## config.mk

```make
export PLATFORM = sky130hd
export DESIGN_NAME = selective_repeat_sender_window_top
export DESIGN_NICKNAME = d
export VERILOG_FILES = /design/src/rtl/srsw_pkg.sv /design/src/rtl/selective_repeat_sender_window_top.sv /design/src/rtl/srsw_stamp_ram.sv /design/src/rtl/srsw_ctrl.sv
export SDC_FILE = /design/constraint.sdc
export NUM_CORES = 1
export LEC_CHECK = 0
export BUFFER_PORTS_ARGS = -buffer_cell sky130_fd_sc_hd__buf_4
export CAP_MARGIN = 10
export CORE_MARGIN = 3
export CORE_UTILIZATION = 58
export CTS_BUF_LIST = sky130_fd_sc_hd__clkbuf_4 sky130_fd_sc_hd__clkbuf_8
export DETAILED_ROUTE_END_ITERATION = 6
export PLACE_DENSITY = 0.85
export SLEW_MARGIN = 20
export SYNTH_ARGS = -nofsm -noshare
export SYNTH_HDL_FRONTEND = slang
export SYNTH_HIERARCHICAL = 1
export SYNTH_SLANG_ARGS = --single-unit
```

## constraint.sdc

```tcl
create_clock -name i_clk -period 7.3 [get_ports i_clk]
set_input_delay 0 -clock i_clk [delete_from_list [all_inputs] [get_ports i_clk]]
set_output_delay 0 -clock i_clk [all_outputs]
set_load 0.01 [all_outputs]
```

## src/rtl/srsw_pkg.sv

```systemverilog
// Shared types and constants for the selective-repeat sender window.
// Holds the item structs, opcodes, register indexes and control state codes.
// No dependencies.
package srsw_pkg;

    // Default sizing, handed to the top level's parameters
    localparam int WINDOW_MAX_DEF    = 8;
    localparam int STAMP_BITS_DEF    = 16;

    // Fixed packet geometry
    localparam int PACKET_BYTES      = 1024;
    localparam int PACKETS_PER_CHUNK = 8;
    localparam int CHUNK_MAX         = PACKETS_PER_CHUNK * PACKET_BYTES;

    // Configuration port
    localparam int CFG_DATA_W        = 15;
    localparam int WIN_SIZE_RST      = 4;
    localparam int TIMEOUT_RST       = 3;

    typedef enum logic {
        CFG_WINDOW_SIZE   = 1'b0,
        CFG_TIMEOUT_TICKS = 1'b1
    } t_cfg_idx;

    typedef enum logic [1:0] {
        OP_START = 2'd0,
        OP_ACK   = 2'd1,
        OP_TICK  = 2'd2,
        OP_POLL  = 2'd3
    } t_opcode;

    typedef enum logic {
        ST_IDLE,
        ST_SCAN
    } t_state;

    typedef struct packed {
        logic [1:0]  opcode;
        logic [2:0]  ack_seq;
        logic [13:0] chunk_bytes;
        logic        final_chunk;
    } t_in_item;

    typedef struct packed {
        logic        send_valid;
        logic [2:0]  packet_seq;
        logic [12:0] byte_offset;
        logic [10:0] byte_count;
        logic        final_packet;
        logic [3:0]  window_base;
        logic        chunk_done;
        logic        last_result;
    } t_out_item;

endpackage

```

## src/rtl/selective_repeat_sender_window_top.sv

```systemverilog
// Selective-repeat sender window, top level: config registers, control, stamp memory.
// Start, ack and tick give their one result on the cycle after the transfer; busy stays low.
// A poll keeps busy high through its scan (win: effective window): one stamp read per
// slot, then a step to judge the last read and one to release the held request.
// At most one result per cycle on o_valid; the receiver cannot stall. Synchronous reset,
// no clearing pass. Depends on srsw_pkg, srsw_ctrl and srsw_stamp_ram.
module selective_repeat_sender_window_top #(
    parameter int WINDOW_MAX = srsw_pkg::WINDOW_MAX_DEF,
    parameter int STAMP_BITS = srsw_pkg::STAMP_BITS_DEF
) (
    input  logic                            i_clk,
    input  logic                            i_rst_n,
    input  logic                            start,
    output logic                            busy,
    input  srsw_pkg::t_in_item              i_item,
    output logic                            o_valid,
    output srsw_pkg::t_out_item             o_result,
    input  logic                            i_cfg_we,
    input  logic                            i_cfg_idx,
    input  logic [srsw_pkg::CFG_DATA_W-1:0] i_cfg_data
);
    import srsw_pkg::*;

    localparam int AW    = (WINDOW_MAX > 1) ? $clog2(WINDOW_MAX) : 1;
    localparam int CNT_W = $clog2(WINDOW_MAX + 1);
    localparam int WSW   = (CNT_W > 4) ? CNT_W : 4;

    logic [3:0]            r_window_size;
    logic [CFG_DATA_W-1:0] r_timeout;
    logic [WSW-1:0]        ws_ext;
    logic [CNT_W-1:0]      win_eff;
    logic                  accept;

    logic                  ram_we;
    logic [AW-1:0]         ram_waddr;
    logic [STAMP_BITS-1:0] ram_wdata;
    logic                  ram_re;
    logic [AW-1:0]         ram_raddr;
    logic [STAMP_BITS-1:0] ram_rdata;

    // Configuration registers
    always_ff @(posedge i_clk) begin
        if (!i_rst_n) begin
            r_window_size <= 4'(WIN_SIZE_RST);
            r_timeout     <= CFG_DATA_W'(TIMEOUT_RST);
        end else if (i_cfg_we) begin
            case (i_cfg_idx)
                CFG_WINDOW_SIZE:   r_window_size <= i_cfg_data[3:0];
                CFG_TIMEOUT_TICKS: r_timeout     <= i_cfg_data;
                default: begin
                end
            endcase
        end
    end

    // Effective window: zero acts as one, oversize clamps to the slot count
    always_comb begin
        ws_ext = WSW'(r_window_size);
        if (ws_ext == '0) begin
            win_eff = CNT_W'(1);
        end else if (ws_ext > WSW'(WINDOW_MAX)) begin
            win_eff = CNT_W'(WINDOW_MAX);
        end else begin
            win_eff = CNT_W'(ws_ext);
        end
    end

    assign accept = start && !busy;

    srsw_ctrl #(
        .WINDOW_MAX (WINDOW_MAX),
        .STAMP_BITS (STAMP_BITS),
        .AW         (AW),
        .CNT_W      (CNT_W)
    ) u_ctrl (
        .i_clk       (i_clk),
        .i_rst_n     (i_rst_n),
        .i_accept    (accept),
        .i_item      (i_item),
        .i_win       (win_eff),
        .i_timeout   (r_timeout),
        .o_busy      (busy),
        .o_valid     (o_valid),
        .o_result    (o_result),
        .o_ram_we    (ram_we),
        .o_ram_waddr (ram_waddr),
        .o_ram_wdata (ram_wdata),
        .o_ram_re    (ram_re),
        .o_ram_raddr (ram_raddr),
        .i_ram_rdata (ram_rdata)
    );

    srsw_stamp_ram #(
        .DEPTH (WINDOW_MAX),
        .WIDTH (STAMP_BITS),
        .AW    (AW)
    ) u_stamp_ram (
        .i_clk   (i_clk),
        .i_we    (ram_we),
        .i_waddr (ram_waddr),
        .i_wdata (ram_wdata),
        .i_re    (ram_re),
        .i_raddr (ram_raddr),
        .o_rdata (ram_rdata)
    );

endmodule

```

## src/rtl/srsw_stamp_ram.sv

```systemverilog
// Send time stamp memory: one write port, one read port, registered read data.
// Entries hold no reset value; a stamp is only used once its slot was sent.
// Uses no package items.
module srsw_stamp_ram #(
    parameter int DEPTH = 8,
    parameter int WIDTH = 16,
    parameter int AW    = 3
) (
    input  logic             i_clk,
    input  logic             i_we,
    input  logic [AW-1:0]    i_waddr,
    input  logic [WIDTH-1:0] i_wdata,
    input  logic             i_re,
    input  logic [AW-1:0]    i_raddr,
    output logic [WIDTH-1:0] o_rdata
);

    logic [WIDTH-1:0] r_mem [DEPTH];
    logic [WIDTH-1:0] r_rdata;

    // Write port
    always_ff @(posedge i_clk) begin
        if (i_we) begin
            r_mem[i_waddr] <= i_wdata;
        end
    end

    // Read port, registered read data
    always_ff @(posedge i_clk) begin
        if (i_re) begin
            r_rdata <= r_mem[i_raddr];
        end
    end

    assign o_rdata = r_rdata;

endmodule

```

## src/rtl/srsw_ctrl.sv

```systemverilog
// Window control: slot flags, base, tick counter, poll scan and result register.
// Drives the stamp memory, which is addressed as a ring behind a head pointer.
// Depends on srsw_pkg.
module srsw_ctrl #(
    parameter int WINDOW_MAX = srsw_pkg::WINDOW_MAX_DEF,
    parameter int STAMP_BITS = srsw_pkg::STAMP_BITS_DEF,
    parameter int AW         = 3,
    parameter int CNT_W      = 4
) (
    input  logic                          i_clk,
    input  logic                          i_rst_n,
    input  logic                          i_accept,
    input  srsw_pkg::t_in_item            i_item,
    input  logic [CNT_W-1:0]              i_win,
    input  logic [srsw_pkg::CFG_DATA_W-1:0] i_timeout,
    output logic                          o_busy,
    output logic                          o_valid,
    output srsw_pkg::t_out_item           o_result,
    output logic                          o_ram_we,
    output logic [AW-1:0]                 o_ram_waddr,
    output logic [STAMP_BITS-1:0]         o_ram_wdata,
    output logic                          o_ram_re,
    output logic [AW-1:0]                 o_ram_raddr,
    input  logic [STAMP_BITS-1:0]         i_ram_rdata
);
    import srsw_pkg::*;

    localparam int HW    = AW + 2;
    localparam int SEQ_W = CNT_W + 5;
    localparam int TW    = (STAMP_BITS > CFG_DATA_W) ? STAMP_BITS : CFG_DATA_W;
    localparam int OFF_W = 13;
    localparam int LEN_W = 14;

    // Control state
    t_state                r_state, n_state;
    logic [WINDOW_MAX-1:0] r_acked, n_acked;
    logic [WINDOW_MAX-1:0] r_sent,  n_sent;
    logic [3:0]            r_base,  n_base;
    logic [STAMP_BITS-1:0] r_tick,  n_tick;
    logic [3:0]            r_total, n_total;
    logic [LEN_W-1:0]      r_len,   n_len;
    logic                  r_final, n_final;
    logic [AW-1:0]         r_head,  n_head;
    logic [CNT_W-1:0]      r_idx,   n_idx;
    logic [CNT_W-1:0]      r_win,   n_win;
    logic                  r_ev_act, n_ev_act;
    logic [AW-1:0]         r_ev_idx, n_ev_idx;
    logic [AW-1:0]         r_ev_addr, n_ev_addr;
    logic                  r_pend_v, n_pend_v;
    t_out_item             r_pend,  n_pend;
    logic                  r_out_v, n_out_v;
    t_out_item             r_out,   n_out;

    // Slide amount and evaluation terms
    logic [CNT_W-1:0]      lead;
    logic                  run;
    t_opcode               op;
    logic [LEN_W-1:0]      len_sat;
    logic [SEQ_W-1:0]      ack_ext;
    logic [AW-1:0]         ack_slot;
    logic [SEQ_W-1:0]      ev_seq;
    logic [STAMP_BITS-1:0] age;
    logic                  ev_go;
    logic [OFF_W-1:0]      ev_off;
    logic [LEN_W-1:0]      ev_diff;
    logic [LEN_W-1:0]      ev_cnt;
    t_out_item             ev_res;

    // Ring address of a logical slot
    function automatic logic [AW-1:0] wrap_add(input logic [AW-1:0] a,
                                               input logic [CNT_W-1:0] b);
        logic [HW-1:0] sum;
        sum = HW'(a) + HW'(b);
        if (sum >= HW'(WINDOW_MAX)) begin
            sum = sum - HW'(WINDOW_MAX);
        end
        return sum[AW-1:0];
    endfunction

    // Count of leading acknowledged slots inside the window
    always_comb begin
        lead = '0;
        run  = 1'b1;
        for (int i = 0; i < WINDOW_MAX; i++) begin
            if (run && r_acked[i] && (CNT_W'(i) < i_win)) begin
                lead = lead + 1'b1;
            end else begin
                run = 1'b0;
            end
        end
    end

    // Start and ack decode
    assign op       = t_opcode'(i_item.opcode);
    assign len_sat  = (i_item.chunk_bytes > LEN_W'(CHUNK_MAX)) ? LEN_W'(CHUNK_MAX)
                                                               : i_item.chunk_bytes;
    assign ack_ext  = SEQ_W'(i_item.ack_seq);
    assign ack_slot = AW'(ack_ext - SEQ_W'(r_base));

    // Evaluation of the slot whose stamp has just been read
    always_comb begin
        ev_seq  = SEQ_W'(r_base) + SEQ_W'(r_ev_idx);
        age     = r_tick - i_ram_rdata;
        ev_go   = (ev_seq < SEQ_W'(r_total)) &&
                  (!r_sent[r_ev_idx] ||
                   (!r_acked[r_ev_idx] && (TW'(age) > TW'(i_timeout))));
        ev_off  = OFF_W'(ev_seq[2:0]) * OFF_W'(PACKET_BYTES);
        ev_diff = (LEN_W'(ev_off) < r_len) ? (r_len - LEN_W'(ev_off)) : '0;
        ev_cnt  = (ev_diff > LEN_W'(PACKET_BYTES)) ? LEN_W'(PACKET_BYTES) : ev_diff;
        ev_res              = '0;
        ev_res.send_valid   = 1'b1;
        ev_res.packet_seq   = ev_seq[2:0];
        ev_res.byte_offset  = ev_off;
        ev_res.byte_count   = 11'(ev_cnt);
        ev_res.final_packet = r_final && ((ev_seq + 1'b1) == SEQ_W'(r_total));
    end

    // Next state and outputs
    always_comb begin
        n_state   = r_state;
        n_acked   = r_acked;
        n_sent    = r_sent;
        n_base    = r_base;
        n_tick    = r_tick;
        n_total   = r_total;
        n_len     = r_len;
        n_final   = r_final;
        n_head    = r_head;
        n_idx     = r_idx;
        n_win     = r_win;
        n_ev_act  = 1'b0;
        n_ev_idx  = r_ev_idx;
        n_ev_addr = r_ev_addr;
        n_pend_v  = r_pend_v;
        n_pend    = r_pend;
        n_out_v   = 1'b0;
        n_out     = r_out;

        o_ram_we    = 1'b0;
        o_ram_waddr = r_ev_addr;
        o_ram_wdata = r_tick;
        o_ram_re    = 1'b0;
        o_ram_raddr = wrap_add(r_head, r_idx);

        case (r_state)
            ST_IDLE: begin
                if (i_accept) begin
                    n_out_v = 1'b1;
                    n_out   = '0;
                    n_out.last_result = 1'b1;
                    case (op)
                        OP_START: begin
                            n_len   = len_sat;
                            n_total = 4'((32'(len_sat) + 32'(PACKET_BYTES - 1))
                                         / PACKET_BYTES);
                            n_final = i_item.final_chunk;
                            n_acked = '0;
                            n_sent  = '0;
                            n_base  = '0;
                        end
                        OP_ACK: begin
                            if ((ack_ext >= SEQ_W'(r_base)) &&
                                (ack_ext < (SEQ_W'(r_base) + SEQ_W'(i_win)))) begin
                                n_acked[ack_slot] = 1'b1;
                            end
                        end
                        OP_TICK: begin
                            n_tick = r_tick + 1'b1;
                        end
                        OP_POLL: begin
                            // slide past acknowledged leading slots, then scan
                            n_out_v  = 1'b0;
                            n_acked  = r_acked >> lead;
                            n_sent   = r_sent >> lead;
                            n_base   = 4'(SEQ_W'(r_base) + SEQ_W'(lead));
                            n_head   = wrap_add(r_head, lead);
                            n_win    = i_win;
                            n_idx    = '0;
                            n_pend_v = 1'b0;
                            n_state  = ST_SCAN;
                        end
                        default: begin
                        end
                    endcase
                end
            end

            ST_SCAN: begin
                // evaluate the slot read last cycle; hold one send back so
                // the final one can carry the last flag
                if (r_ev_act && ev_go) begin
                    n_sent[r_ev_idx] = 1'b1;
                    o_ram_we = 1'b1;
                    if (r_pend_v) begin
                        n_out_v = 1'b1;
                        n_out   = r_pend;
                    end
                    n_pend_v = 1'b1;
                    n_pend   = ev_res;
                end

                // issue the next stamp read
                if (r_idx < r_win) begin
                    o_ram_re  = 1'b1;
                    n_ev_act  = 1'b1;
                    n_ev_idx  = r_idx[AW-1:0];
                    n_ev_addr = wrap_add(r_head, r_idx);
                    n_idx     = r_idx + 1'b1;
                end else if (!r_ev_act) begin
                    n_out_v  = 1'b1;
                    n_out    = r_pend_v ? r_pend : t_out_item'('0);
                    n_out.last_result = 1'b1;
                    n_pend_v = 1'b0;
                    n_state  = ST_IDLE;
                end
            end

            default: begin
                n_state = ST_IDLE;
            end
        endcase

        // window status after this step
        n_out.window_base = n_base;
        n_out.chunk_done  = (n_base >= n_total);
    end

    // Control registers
    always_ff @(posedge i_clk) begin
        if (!i_rst_n) begin
            r_state  <= ST_IDLE;
            r_acked  <= '0;
            r_sent   <= '0;
            r_base   <= '0;
            r_tick   <= '0;
            r_total  <= '0;
            r_len    <= '0;
            r_final  <= 1'b0;
            r_head   <= '0;
            r_idx    <= '0;
            r_win    <= '0;
            r_ev_act <= 1'b0;
            r_pend_v <= 1'b0;
            r_out_v  <= 1'b0;
        end else begin
            r_state  <= n_state;
            r_acked  <= n_acked;
            r_sent   <= n_sent;
            r_base   <= n_base;
            r_tick   <= n_tick;
            r_total  <= n_total;
            r_len    <= n_len;
            r_final  <= n_final;
            r_head   <= n_head;
            r_idx    <= n_idx;
            r_win    <= n_win;
            r_ev_act <= n_ev_act;
            r_pend_v <= n_pend_v;
            r_out_v  <= n_out_v;
        end
    end

    // Payload registers
    always_ff @(posedge i_clk) begin
        r_ev_idx  <= n_ev_idx;
        r_ev_addr <= n_ev_addr;
        r_pend    <= n_pend;
        r_out     <= n_out;
    end

    assign o_busy   = (r_state != ST_IDLE);
    assign o_valid  = r_out_v;
    assign o_result = r_out;

endmodule

```

# Word level (Yosys, flattened, before mapping)
# Memories as Yosys holds them, arrays and structs flattened. A register that Yosys moved wholly into a read port is not among the register bits.
# Cells that the tools add are included.
[totals]
reg_bits = 145
ramBits = 128
in_bits = 40
out_inout_bits = 37
word_cells = 208
n_memories = 1
[memory_table]
columns = ["memory", "depth", "width", "read_ports", "rd_ports_with_merged_regs", "wr", "line_no", "source"]
rows = [
  ["u_stamp_ram.r_mem", 8, 16, 1, 1, 1, "srsw_stamp_ram.sv:18", "logic [WIDTH-1:0] r_mem [DEPTH];"],
]
[classes]
add_sub_neg = 21
magnitude_cmp = 24
n_eq_ne = 10
shift = 2
mux = 76
bitwise_logic = 4
n_reduce_logical = 41
[op_table]
columns = ["cell", "n"]
rows = [
  ["35-bit two-way mux", 6],
  ["35-bit one-hot mux with 2 select lines", 1],
  ["4-bit two-way mux", 17],
  ["1-bit two-way mux", 33],
  ["4-bit by 1-bit adder with 4-bit output, second input constant", 8],
  ["8-bit one-hot mux with 2 select lines", 2],
  ["14-bit two-way mux", 2],
  ["8-bit two-way mux", 3],
  ["8-bit one-hot mux with 3 select lines", 1],
  ["1-bit logical AND", 23],
  ["16-bit by 1-bit adder with 16-bit output, second input constant", 1],
  ["16-bit by 15-bit > comparator with 1-bit output", 1],
  ["3-bit by 4-bit < comparator with 1-bit output, first input constant", 4],
  ["8-bit OR", 2],
  ["4-bit one-hot mux with 2 select lines", 2],
  ["8-bit by 4-bit right shift with 8-bit output", 2],
  ["16-bit subtractor", 1],
  ["3-bit AND reduction", 5],
  ["14-bit by 10-bit adder with 14-bit output, second input constant", 1],
  ["14-bit by 11-bit > comparator with 1-bit output, second input constant", 1],
  ["14-bit > comparator, second input constant", 1],
  ["13-bit by 14-bit < comparator with 1-bit output", 1],
  ["14-bit by 13-bit subtractor with 14-bit output", 1],
  ["3-bit by 4-bit adder with 5-bit output", 2],
  ["other kinds (35)", 57],
]

# Longest topological paths before layout
[depth]
depth_word = 32
ltp_mapped = 33
ltp_nobuf = 30

# Cells and area by module
# Netlist, hierarchy kept.
[by_module_without_submodules]
columns = ["mod", "n_inst", "cells_each", "area_per_inst_um2", "seq_area_each_um2"]
rows = [
  ["srsw_ctrl", 1, 948, 8703.3, 3032.9],
  ["srsw_stamp_ram", 1, 214, 5454.0, 4324.1],
  ["selective_repeat_sender_window_top", 1, 93, 834.6, 380.4],
]

# Worst setup path after synthesis
# Ideal clock, no wire load.
[synth_path]
kind = "flip-flop to flip-flop"
from = "reg r_window_size[3]"
to = "reg u_ctrl.r_out, in the netlist u_ctrl/o_result[1]"
setup_time_ps = 117
t_arrival_ps = 6680
required_ps = 7183
path_slack_ps = 502
path_stages_with_launch = 32
path_buffers = 3
synth_period_minus_slack_ps = 6798
cell_sequence = "dfxtp_1 nor2_1 buf_2 o311ai_0 inv_1 ha_1 or3_1 nand2_1 ha_1 o21ai_0 nor2_1 ha_1 a21o_1 ha_1 nand3_1 a21oi_1 nor2_2 xnor2_1 ha_1 nor2_1 nor3_1 buf_2 buf_4 ha_1 a21o_1 a21oi_1 xnor3_1 mux2_1 a22o_1 ha_1 o21ai_0 nand2b_1"
[synth_rtl]
columns = ["item", "line_no", "source"]
rows = [
  ["start, declared", "selective_repeat_sender_window_top.sv:28", "logic [3:0] r_window_size;"],
  ["start signal, assigned", "selective_repeat_sender_window_top.sv:44", "r_window_size <= 4'(WIN_SIZE_RST);"],
  ["start signal, assigned", "selective_repeat_sender_window_top.sv:48", "CFG_WINDOW_SIZE: r_window_size <= i_cfg_data[3:0];"],
  ["end signal, assigned", "srsw_ctrl.sv:268", "r_out <= n_out;"],
  ["end, declared", "srsw_ctrl.sv:52", "t_out_item r_out, n_out;"],
]

==> results.json <==
{
  "dpl_cell_area_mm2": 0.01586,
  "io_pins": 77,
  "yosysTopAreaCell": "edfxtp_1",
  "critPathSlowestCell": "xor3_2",
  "drtPass1Iterations": 6,
  "die_w_um": 166.8,
  "status": "complete, no violations",
  "critPathArrivalTime_ns": 7.33,
  "synth_edf_count": 195,
  "clock-sinks": 289,
  "synthTopCellsByArea": "edfxtp_1, dfxtp_1, ha_1, mux4_1, nand2_1",
  "fillers": 1606,
  "synth_xor_xnor_area_share_pct": 3.413,
  "synth_area_per_cell_um2": 11.95,
  "worst_pin_slew_ns": 1.050,
  "drt_iter0_markers": 1270,
  "floorplan.die_area_mm2": 0.02781,
  "synthAdderAreaFrac_pct": 7.328,
  "drt-vias-per-instance": 6.177,
  "syn-num-nets": 1378,
  "synth_warnings": 6,
  "placed_cells": 1622,
  "synth_top_area_share_pct": 39.06,
  "total_power_mw": 3.555,
  "worst-setup-path-type": "flip-flop to flip-flop",
  "fin_util_pct": 68.80,
  "final_area_mm2": 0.01742,
  "routed_wl_um": 37180,
  "syn_area_mm2": 0.01499,
  "synthArstFlopShare_pct": 0,
  "remaining_drc_errors": 0,
  "grt_overflow": 0,
  "rsz0062_at_grt": "no",
  "placementRows": 58,
  "wire_per_inst_um": 21.10,
  "slew_viol_final": 0,
  "fmax_mhz": 145.3,
  "clk_latency_ns": 0.59,
  "endpoint_kind": "flip-flop",
  "synth_top_family_by_area": "simple AND/OR/NAND/NOR gates",
  "ys_seq_elements": 289,
  "grt_max_degree": 107,
  "synth_cells": 1255,
  "drv_cap": 0,
  "setup_viol_count_final": 0,
  "dp_slack_ns": 0.03476,
  "critPathMaxStageDelay_ns": 0.54,
  "critical_path.max_fanout": 15,
  "final_cell_count_no_fill": 1762,
  "vias": 10883,
  "synth_simple_gate_area_share_pct": 13.50,
  "ant_nets": 0,
  "grt_pass1_vias": 10854,
  "setup_tns_ns": 0,
  "htreeDepth": 2,
  "place_congestion": 0.8784,
  "finalHoldViolations": 0,
  "crit_required_ns": 7.75,
  "ys_seq_area_share_pct": 51.61,
  "relSlewSlack_pct": 29.83,
  "synth-main-ff-cell": "edfxtp_1",
  "whs_ns": 0.04260,
  "cts.clk_slew.worst_paths_ns": 0.06,
  "vdd_ir_drop_max_mv": 0.1454,
  "p_per_area_mw_per_mm2": 204.0,
  "crit_top_cell": "ha_1",
  "synth_compound_area_share_pct": 10.63,
  "fin_nets": 1515,
  "dp_hpwl_um": 23490,
  "grt_pass1_wl_um": 58720,
  "fp.dieH_um": 166.8,
  "start_util_pct": 59.19,
  "fin_crit_sh_pct": 94.29,
  "period_minus_slack_ns": 6.883,
  "worst_slack_ns": 0.4165,
  "hold_path_class": "input pin to flip-flop",
  "root_buffer": "clkbuf_8",
  "coreArea_mm2": 0.02533,
  "p_leak_nw": 6.098,
  "cts_inserted_buffers": 47,
  "drive_gt1_share_pct": 17.82,
  "ctsLongestPathBuffers": 3,
  "startpoint_type": "flip-flop",
  "antenna_found_initial": 1,
  "cts_tree": "done",
  "portBuffers": 76,
  "syn2layout_area_growth_pct": 16.22,
  "muxShareOfSynthArea_pct": 9.623,
  "fin_skew_ns": 0.03220,
  "grtUsageTotal_pct": 26.13,
  "ys_types": 90
}
[layout make-up]
class / instances / area, um2 / share of cell area (%)
Timing Repair Buffer: 148 / 1239 / 7.109
Sequential cell: 289 / 7737 / 44.41
Multi-Input combinational cell: 832 / 6715 / 38.54
Clock buffer: 69 / 868.3 / 4.983
Clock inverter: 19 / 171.4 / 0.9838
Antenna cell: 1 / 2.502 / 0.01436
Inverter: 74 / 277.8 / 1.594
Tap cell: 330 / 412.9 / 2.370
[synthesized netlist by cell type, types with 9 or more instances]
cell      instances
mux4_1           28
dfxtp_1          94
xor2_1           12
o21a_1            9
inv_1            72
nand2_1          91
a21oi_1          55
clkbuf_1         34
buf_2            12
o21ai_1           9
nor2b_1          33
and2_1           48
o211ai_1         13
xnor2_1          36
nand3_1          26
nand2b_1         15
ha_1             75
nor2_1           59
nor3_1           19
a21o_1           16
mux2i_1          20
o21ai_0          38
mux2_2           23
a21boi_0         13
nor3b_1          13
edfxtp_1        195
nand4_1          29
a22oi_1          19
[report_power, final]
part / internal [mW] / switching [mW] / leakage [nW]
Clock: 0.849 / 0.666 / 0.554
Sequential: 1.76 / 0.0268 / 2.26
Combinational: 0.113 / 0.142 / 3.28
Total: 2.72 / 0.835 / 6.10
[worst max-delay path: cells and delay by family (launching register included)]
family                     cells  cell delay [ns]
buffers and inverters          2             0.38
adders and majority gates      7             2.04
xor gates and xnor gates       3             0.96
and+or+nand+nor                8             1.07
DFF                            1             0.37
muxes                          1             0.32
AOI/OAI and AO/OA              7             1.60
[what timing repair did]
item,CTS,global route
hold endpoints to repair,38,0
gates resized for setup,0,6
setup buffers,0,0
hold buffers,51,0
endpoints found under the setup margin,0,3
[cells in the final DEF, fill, tap and decap left out, types with 5 or more instances in the layout]
cell           Yosys  layout
clkinv_2           0       9
nand4_1           29      29
xor2_1            12      12
a21o_1            16      16
edfxtp_1         195     195
and3_1             5       5
a21oi_1           55      54
mux2i_1           20      20
o21ai_1            9      10
nor4_1             7       7
a21boi_0          13      13
clkbuf_4           0      13
inv_1             72      72
dfxtp_1           94      94
nand2_1           91      91
buf_4              1      97
mux4_2             8       8
a22oi_1           19      19
o211ai_1          13      13
o21a_1             9       9
o21ai_2            8       9
nor3_1            19      16
clkbuf_8           0      56
o21ai_0           38      36
mux2_2            23      23
a31oi_1            8       8
nor2b_1           33      33
nor3b_1           13      13
nor2_1            59      59
and4_1             6       6
ha_1              75      75
dlygate4sd3_1      0      51
nand2b_1          15      15
and2_1            48      48
fa_1               8       8
mux4_1            28      28
xnor2_1           36      35
nand3_1           26      26
[layer usage]
layer  up-vias  part of all wire [%]  global-route usage (%)
met5         -                     0                       0
met3       100                   7.8                   4.415
met1      5284                    40                   34.52
met4         0                   3.0                   8.752
li1       4937                     -                       -
met2       562                    49                   44.32
[sequential cells by signal (all words and copies together) (netlist names), 3 cells and up]
signal               cells
r_window_size            4
u_ctrl/r_len            14
u_ctrl/r_ev_idx          3
u_ctrl/o_ram_waddr       3
u_stamp_ram/o_rdata     16
u_ctrl/r_head            3
u_ctrl/r_base            4
u_ctrl/r_win             4
u_ctrl/r_acked           8
u_ctrl/r_idx             4
u_ctrl/r_total           4
r_timeout               15
u_ctrl/o_result         35
u_stamp_ram/r_mem      128
u_ctrl/o_ram_wdata      16
u_ctrl/r_sent            8
u_ctrl/r_pend           15
[path summary, 6_finish.rpt]
check / from / end / slack [ns] / cells after the start
worst min-delay path: i_item[19] / u_ctrl/r_acked[5] / 0.04 / 6
worst min register to register: r_timeout[3] / r_timeout[3] / 0.46 / 2
worst max register to register: r_window_size[3] / u_ctrl/o_result[1] / 0.42 / 28
worst max-delay path: r_window_size[3] / u_ctrl/o_result[1] / 0.42 / 28
[cells by family after synthesis]
family	Yosys count
AOI/OAI and AO/OA	236
xor gates and xnor gates	52
adders and majority gates	83
buffers and inverters	134
DFF	289
muxes	84
and+or+nand+nor	377
(Power assumes the default switching activity.)
